[config.mk]
export PLATFORM = sky130hd
export DESIGN_NAME = directional_thinning_pass
export DESIGN_NICKNAME = d
export VERILOG_FILES = /design/src/dtp_pkg.sv /design/src/dtp_cell.sv /design/src/dtp_out_fifo.sv /design/src/directional_thinning_pass.sv
export SDC_FILE = /design/constraint.sdc
export NUM_CORES = 2
export LEC_CHECK = 0
export ABC_CLOCK_PERIOD_IN_PS = 5800
export BUFFER_PORTS_ARGS = -buffer_cell sky130_fd_sc_hd__buf_2
export CAP_MARGIN = 20
export CORE_ASPECT_RATIO = 0.9
export CORE_MARGIN = 2
export CORE_UTILIZATION = 30
export DETAILED_ROUTE_END_ITERATION = 12
export SLEW_MARGIN = 40
export SYNTH_ARGS = -nofsm -noshare
export SYNTH_HDL_FRONTEND = slang
export SYNTH_SLANG_ARGS = --single-unit
[constraint.sdc]
create_clock -name clk -period 5.8 [get_ports clk]
set_clock_uncertainty 0.15 [all_clocks]
set_input_delay 0.29 -clock clk [delete_from_list [all_inputs] [get_ports clk]]
set_output_delay 0.29 -clock clk [all_outputs]
set_load 0.05 [all_outputs]
[src/dtp_pkg.sv]
// Package with shared types, codes and the per-pixel thinning test.
`default_nettype none

package dtp_pkg;

  // Configuration register indexes.
  localparam logic REG_DIRECTION    = 1'b0;
  localparam logic REG_ACTIVE_WIDTH = 1'b1;

  // Register reset values.
  localparam logic [1:0] DIRECTION_RESET = 2'd0;
  localparam logic [6:0] WIDTH_RESET     = 7'd64;

  // Result queue geometry.
  localparam int OUT_DEPTH = 4;
  localparam int OUT_PTR_W = 2;
  localparam int OUT_CNT_W = 3;

  // Thinning side.
  typedef enum logic [1:0] {
    DIR_NORTH = 2'd0,
    DIR_SOUTH = 2'd1,
    DIR_EAST  = 2'd2,
    DIR_WEST  = 2'd3
  } dir_t;

  // Bits one column cell shows to its neighbors.
  typedef struct packed {
    logic older;
    logic center;
    logic fresh;
  } dtp_col_t;

  // Per-column results of both windows a cell evaluates.
  typedef struct packed {
    logic kept_a;
    logic kept_b;
    logic drop_a;
    logic drop_b;
  } dtp_res_t;

  // Decide whether the center pixel of a 3x3 window is cleared.
  // p_* is the row above, c_* the center row, n_* the row below.
  function automatic logic thin_drop(
    input logic [1:0] dir,
    input logic ctr,
    input logic p_l, input logic p_c, input logic p_r,
    input logic c_l, input logic c_r,
    input logic n_l, input logic n_c, input logic n_r
  );
    logic [3:0] chi;
    logic [3:0] sigma;
    logic       clr;
    logic       set;
    // Edge changes around the 4-neighbors plus doubled corner terms.
    chi = 4'(n_c ^ c_r) + 4'(c_r ^ p_c) + 4'(p_c ^ c_l) + 4'(c_l ^ n_c)
        + {2'b00, (n_r & ~n_c & ~c_r), 1'b0}
        + {2'b00, (p_r & ~c_r & ~p_c), 1'b0}
        + {2'b00, (p_l & ~p_c & ~c_l), 1'b0}
        + {2'b00, (n_l & ~c_l & ~n_c), 1'b0};
    sigma = 4'(n_c) + 4'(n_r) + 4'(c_r) + 4'(p_r)
          + 4'(p_c) + 4'(p_l) + 4'(c_l) + 4'(n_l);
    case (dir_t'(dir))
      DIR_NORTH: begin clr = n_c; set = p_c; end
      DIR_SOUTH: begin clr = p_c; set = n_c; end
      DIR_EAST:  begin clr = c_r; set = c_l; end
      DIR_WEST:  begin clr = c_l; set = c_r; end
      default:   begin clr = 1'b1; set = 1'b0; end
    endcase
    return ctr && (chi == 4'd2) && (sigma != 4'd1) && !clr && set;
  endfunction

endpackage

`default_nettype wire

[src/dtp_cell.sv]
// One column cell: holds two past pixels and tests both thinning windows.
`default_nettype none

module dtp_cell #(
  parameter int COL = 0
) (
  input  wire logic              clk,
  input  wire logic              rst,
  input  wire logic              accept,
  input  wire logic              final_row,
  input  wire logic              pixel_in,
  input  wire logic [6:0]        active_width,
  input  wire logic [1:0]        direction,
  input  wire dtp_pkg::dtp_col_t left,
  input  wire dtp_pkg::dtp_col_t right,
  output dtp_pkg::dtp_col_t      here,
  output dtp_pkg::dtp_res_t      res
);

  logic older;
  logic center;
  logic fresh;

  // Columns at or beyond the active width read clear.
  assign fresh = pixel_in & (7'(COL) < active_width);

  assign here.older  = older;
  assign here.center = center;
  assign here.fresh  = fresh;

  // Window A thins the held center row; window B thins the incoming row
  // as the last row of the frame, with a clear row below it.
  always_comb begin
    res.drop_a = dtp_pkg::thin_drop(direction, center,
                                    left.older, older, right.older,
                                    left.center, right.center,
                                    left.fresh, fresh, right.fresh);
    res.drop_b = dtp_pkg::thin_drop(direction, fresh,
                                    left.center, center, right.center,
                                    left.fresh, right.fresh,
                                    1'b0, 1'b0, 1'b0);
    res.kept_a = center & ~res.drop_a;
    res.kept_b = fresh & ~res.drop_b;
  end

  // Shift the column history down by one row, or clear it at frame end.
  always_ff @(posedge clk) begin
    if (rst) begin
      older  <= 1'b0;
      center <= 1'b0;
    end else if (accept) begin
      if (final_row) begin
        older  <= 1'b0;
        center <= 1'b0;
      end else begin
        older  <= center;
        center <= fresh;
      end
    end
  end

endmodule

`default_nettype wire

[src/dtp_out_fifo.sv]
// Small result queue taking up to two beats per cycle and giving one unless its head is stalled.
`default_nettype none

module dtp_out_fifo #(
  parameter int WIDTH = 66
) (
  input  wire logic             clk,
  input  wire logic             rst,
  input  wire logic             push_a,
  input  wire logic [WIDTH-1:0] data_a,
  input  wire logic             push_b,
  input  wire logic [WIDTH-1:0] data_b,
  output logic                  room,
  output logic                  head_valid,
  input  wire logic             head_stall,
  output logic [WIDTH-1:0]      head_data
);

  logic [WIDTH-1:0]              mem [dtp_pkg::OUT_DEPTH];
  logic [dtp_pkg::OUT_PTR_W-1:0] wr_ptr;
  logic [dtp_pkg::OUT_PTR_W-1:0] rd_ptr;
  logic [dtp_pkg::OUT_CNT_W-1:0] count;
  logic [dtp_pkg::OUT_PTR_W-1:0] wr_ptr_b;
  logic                          pop;

  // Space for two beats is needed before a new row may enter.
  assign room       = count <= dtp_pkg::OUT_CNT_W'(dtp_pkg::OUT_DEPTH - 2);
  assign head_valid = count != '0;
  assign head_data  = mem[rd_ptr];
  assign pop        = head_valid & ~head_stall;
  assign wr_ptr_b   = wr_ptr + dtp_pkg::OUT_PTR_W'(push_a);

  // Storage writes; the second beat lands behind the first.
  always_ff @(posedge clk) begin
    if (push_a) begin
      mem[wr_ptr] <= data_a;
    end
    if (push_b) begin
      mem[wr_ptr_b] <= data_b;
    end
  end

  // Pointers and fill count.
  always_ff @(posedge clk) begin
    if (rst) begin
      wr_ptr <= '0;
      rd_ptr <= '0;
      count  <= '0;
    end else begin
      wr_ptr <= wr_ptr + dtp_pkg::OUT_PTR_W'(push_a) + dtp_pkg::OUT_PTR_W'(push_b);
      rd_ptr <= rd_ptr + dtp_pkg::OUT_PTR_W'(pop);
      count  <= count + dtp_pkg::OUT_CNT_W'(push_a) + dtp_pkg::OUT_CNT_W'(push_b)
              - dtp_pkg::OUT_CNT_W'(pop);
    end
  end

endmodule

`default_nettype wire

[src/directional_thinning_pass.sv]
// Directional thinning pass: one input row per cycle while in_stall is low; a row's
// result is queued when the next row is accepted, and a final row adds its own result too.
// Throughput is one row per cycle unless the full result queue stalls the input; a final
// row adds a second result beat, and the queue hands out one beat per cycle unless stalled.
// Synchronous reset clears the row history, the queue and the registers
// (direction north, active width 64).
`default_nettype none

module directional_thinning_pass #(
  parameter int ROW_WIDTH = 64
) (
  input  wire logic                 clk,
  input  wire logic                 rst,
  input  wire logic                 cfg_write,
  input  wire logic                 cfg_index,
  input  wire logic [6:0]           cfg_data,
  input  wire logic                 in_valid,
  output logic                      in_stall,
  input  wire logic [ROW_WIDTH-1:0] row_pixels,
  input  wire logic                 final_row,
  output logic                      out_valid,
  input  wire logic                 out_stall,
  output logic [ROW_WIDTH-1:0]      thinned_row,
  output logic                      frame_done,
  output logic                      any_removed
);

  localparam int ENTRY_W = ROW_WIDTH + 2;

  logic [1:0]              direction;
  logic [6:0]              active_width;
  logic                    held;
  logic                    removed_seen;
  logic                    accept;
  logic                    room;
  dtp_pkg::dtp_col_t       col [ROW_WIDTH];
  logic [ROW_WIDTH-1:0]    kept_a;
  logic [ROW_WIDTH-1:0]    kept_b;
  logic [ROW_WIDTH-1:0]    drop_a;
  logic [ROW_WIDTH-1:0]    drop_b;
  logic                    removed_a;
  logic [ENTRY_W-1:0]      entry_a;
  logic [ENTRY_W-1:0]      entry_b;
  logic [ENTRY_W-1:0]      head;

  assign accept   = in_valid & ~in_stall;
  assign in_stall = ~room;

  // Configuration registers.
  always_ff @(posedge clk) begin
    if (rst) begin
      direction    <= dtp_pkg::DIRECTION_RESET;
      active_width <= dtp_pkg::WIDTH_RESET;
    end else if (cfg_write) begin
      case (cfg_index)
        dtp_pkg::REG_DIRECTION:    direction    <= cfg_data[1:0];
        dtp_pkg::REG_ACTIVE_WIDTH: active_width <= cfg_data;
        default: ;
      endcase
    end
  end

  // Row of column cells; each sees its two neighbors, the edges read clear.
  for (genvar x = 0; x < ROW_WIDTH; x++) begin : g_col
    dtp_pkg::dtp_col_t left;
    dtp_pkg::dtp_col_t right;
    dtp_pkg::dtp_res_t res;

    if (x == 0) begin : g_left_edge
      assign left = '0;
    end else begin : g_left
      assign left = col[x-1];
    end
    if (x == ROW_WIDTH - 1) begin : g_right_edge
      assign right = '0;
    end else begin : g_right
      assign right = col[x+1];
    end

    dtp_cell #(.COL(x)) u_cell (
      .clk          (clk),
      .rst          (rst),
      .accept       (accept),
      .final_row    (final_row),
      .pixel_in     (row_pixels[x]),
      .active_width (active_width),
      .direction    (direction),
      .left         (left),
      .right        (right),
      .here         (col[x]),
      .res          (res)
    );

    assign kept_a[x] = res.kept_a;
    assign kept_b[x] = res.kept_b;
    assign drop_a[x] = res.drop_a;
    assign drop_b[x] = res.drop_b;
  end

  // Result beats: the held row, and on the final row the final row itself.
  assign removed_a = held & (|drop_a);
  assign entry_a   = {kept_a, 1'b0, 1'b0};
  assign entry_b   = {kept_b, 1'b1, removed_seen | removed_a | (|drop_b)};

  // Frame bookkeeping.
  always_ff @(posedge clk) begin
    if (rst) begin
      held         <= 1'b0;
      removed_seen <= 1'b0;
    end else if (accept) begin
      if (final_row) begin
        held         <= 1'b0;
        removed_seen <= 1'b0;
      end else begin
        held         <= 1'b1;
        removed_seen <= removed_seen | removed_a;
      end
    end
  end

  dtp_out_fifo #(.WIDTH(ENTRY_W)) u_out (
    .clk        (clk),
    .rst        (rst),
    .push_a     (accept & held),
    .data_a     (entry_a),
    .push_b     (accept & final_row),
    .data_b     (entry_b),
    .room       (room),
    .head_valid (out_valid),
    .head_stall (out_stall),
    .head_data  (head)
  );

  assign thinned_row = head[ENTRY_W-1:2];
  assign frame_done  = head[1];
  assign any_removed = head[0];

endmodule

`default_nettype wire

==> reports/qor.txt <==
maxcap violations = 0
layout cells sized above 1 = 14.7%
Power Density = 225 nW/µm²
initial antenna violation count = 18
Leakage = 30.0 nW
Worst Setup EP = u_out.mem[0][0]$_DFFE_PP_
area share of the largest cell type after synthesis = 20.9%
hold_sp = out_stall
Max Clk Rate = 0.161 GHz
Syn Nets = 8403
largest net degree at the start of global routing = 173
power consumption = 16.1 mW
final setup fails = 5
input/output buffers = 145
vias in the first global route = 54300
Syn. warnings = 0
CP cell instances = buf_8 > or4_4 > o21ai_4 > inv_2 > ha_1 > fa_1 > fa_1 > fa_2 > fa_1 > nor2_1 > a31oi_1 > o311ai_2 > a31oi_4 > a2111oi_4 > buf_4 > nand4_1 > nor4b_4 > a41o_1 > buf_6 > a21oi_2
Synth Cell Area = 62000 µm²
Worst Hold Class = in -> reg
distinct cell type count of the synthesized netlist = 100
CP Class = reg -> reg
drt drc = 0
failing checks = negative setup slack
ranking of synthesized cells by area = fa_1 21%, ha_1 18%, edfxtp_1 13%
slowest CP cell = or4_4
Final Instance Count excl. Fillers = 9924
Post-synth EDFFs = 260
H-tree Lvls = 2
Data arrival, critical path = 6.44 ns
Post-synth top cells = 877 x ha_1, 843 x inv_1, 647 x fa_1
cell mode on critical path = fa_1
Worst Setup End Kind = flop
Period Utilization, post-route = 107%
FF-to-FF setup slack = -0.42 ns
Req. time, crit path = 6.03 ns
routability congestion estimate from global placement = 0.970
count leader, synth = ha_1
peak supply drop = 0.000269 V
drt wl/cell = 23.2 µm
Yosys reg bits = 410
total gr overflow = 0
final hold violation count = 0
area leader, netlist = fa_1
Mapped Cells = 6801
Via density = 5.48
clk sink count = 410
RSZ-0062 raised after global routing = yes
Detail Placement HPWL = 175000 µm
Worst slew margin = 39.1%
status = complete, but fails checks
measured slew at the worst slew-check pin = 0.913 ns
Cell Rows = 158
worst r2r dst = u_out.mem[0][0]$_DFFE_PP_
DIE WIDTH = 483 µm
worst reg2reg startpoint = active_width[4]$_SDFFE_PP0P_
DRT Pass-1 Iters = 6
Root Buffer = clkbuf_16
Initial Util = 30.1%
Post-synth ARST share = 0%
post-synthesis average cell area = 9.12 µm²
nature of the critical path startpoint = flop
1st-iter DRT viols = 5876
worst setup margin = -0.416 ns
Area Overhead vs Synth = 15.6%
CP max FO = 7
Seq/Total Area, Yosys = 17.4%
number of fill cells in the layout = 20800
core area = 206000 µm²
max-slew violation count = 0
placed insts = 9785
die footprint = 210000 µm²
CTS max path bufs = 3
R2R depth = 20
via count = 54400
Routed Antenna Nets = 0
predominant post-synthesis flop cell = edfxtp_1
minimum clock period = 6.22 ns
latest clock arrival within the worst-skew pair = 0.73 ns
crit path launch = active_width[4]$_SDFFE_PP0P_
CTS tree = yes
Clock Pin Slew Worst Setup and Hold Paths = 0.08 ns
CP max stage delay = 0.66 ns
GRT Total Usage = 21.5%
# IOs = 146
# nets final = 8754
CTS buffer count = 53
first-pass GRT wire length = 348000 µm
total wire length = 230000 µm
die height = 435 µm
pre-CTS WS = -0.780 ns
[metrics by stage]
stage               hold WS (ns)  instance area (µm²)  setup TNS [ns]  utilization [%]
finish                    0.0226                71700           -2.03             34.8
global route              0.0493                71700           -2.62             34.8
CTS                     0.000558                71200           -1.48             34.6
detailed placement         0.284                69000           -3.70             33.5
global placement           0.282                68900           -3.30             33.5
floorplan                  0.268                62000               0                -
[power by group]
group          switching (mW)  leakage [nW]  internal [mW]
logic                    5.72          25.6           3.21
registers               0.151          3.61           3.43
clock network            1.58         0.885           2.04
total                    7.45          30.0           8.68
[cell usage in the layout, fill, tap and decap left out, drive strengths merged, types with 34 or more instances in the layout]
cell type,instances
inv,886
ha,877
buf,710
fa,647
nand2,478
nor3,317
nand3,307
nor2,275
a21oi,272
xnor2,264
edfxtp,260
o22ai,249
o21ai,174
dfxtp,150
nor2b,144
nand2b,133
clkbuf,75
mux4,66
nand3b,65
a31oi,62
clkinv,59
nor4,43
o2111ai,34
[worst min-delay path by stage]
stage                                   end  slack, ns  cells past startpoint
5_1_grt           removed_seen$_SDFFE_PP0P_       0.05                      4
3_5_place_dp   u_out.mem[2][1]$_SDFFE_PP1P_       0.28                      2
2_1_floorplan  u_out.mem[2][1]$_SDFFE_PP1P_       0.27                      2
4_1_cts           removed_seen$_SDFFE_PP0P_     0.0006                      4
6_report         u_out.rd_ptr[1]$_SDFF_PP0_       0.02                      5
3_3_place_gp   u_out.mem[3][1]$_SDFFE_PP1P_       0.28                      2
[final cells by class]
type / instances / area (µm²) / share of cell area, %
Tap cell: 2720 / 3400 / 4.75
Clock inverter: 23 / 342 / 0.477
Clock buffer: 75 / 1490 / 2.08
Inverter: 929 / 3500 / 4.88
Timing Repair Buffer: 729 / 5540 / 7.73
Multi-Input combinational cell: 5029 / 46500 / 64.9
Sequential cell: 410 / 10800 / 15.1
Antenna cell: 9 / 22.5 / 0.0314
[critical path: cells and delay by family, from the launching register on]
family                     cells  cell delay, ns
DFF                            1            0.38
adders and majority gates      5            2.02
and+or+nand+nor                4            1.30
AOI/OAI and AO/OA              7            1.48
buffers and inverters          4            0.52
[flip-flops by register name, indices dropped and copies added (netlist names)]
register and flops:
active_width 7, direction 2, g_col.u_cell.center 64, g_col.u_cell.older 64, held 1, removed_seen 1
u_out.count 3, u_out.mem 264, u_out.rd_ptr 2, u_out.wr_ptr 2
[routing by layer]
| metal | wire [µm] | track usage, % |
|---|---|---|
| met1 | 97200 | 29.6 |
| met2 | 99700 | 32.4 |
| met3 | 21700 | 4.14 |
| met4 | 11900 | 10.1 |
| met5 | 13 | 0 |
[cells by family (layout without fill, tap and decap cells)]
kind of cell | after synthesis | count (layout) | synth area share (%)
DFF | 410 | 410 | 17.4
other | 0 | 9 | 0
AOI/OAI and AO/OA | 1135 | 1135 | 12.2
and+or+nand+nor | 1994 | 1995 | 16.5
xor gates and xnor gates | 284 | 284 | 4.01
muxes | 91 | 91 | 2.81
adders and majority gates | 1524 | 1524 | 38.6
buffers and inverters | 1363 | 1756 | 8.50
[what timing repair did]
| item | in CTS | in global routing |
|---|---|---|
| setup endpoints to repair | 5 | 11 |
| resized for setup | 35 | 71 |
| hold buffers | 19 | 0 |
| buffers inserted | 6 | 4 |
| gates cloned | 1 | 0 |
| hold endpoints to repair | 43 | 0 |
| pin swaps | 17 | 34 |
Power figures use the tool's default switching activity.
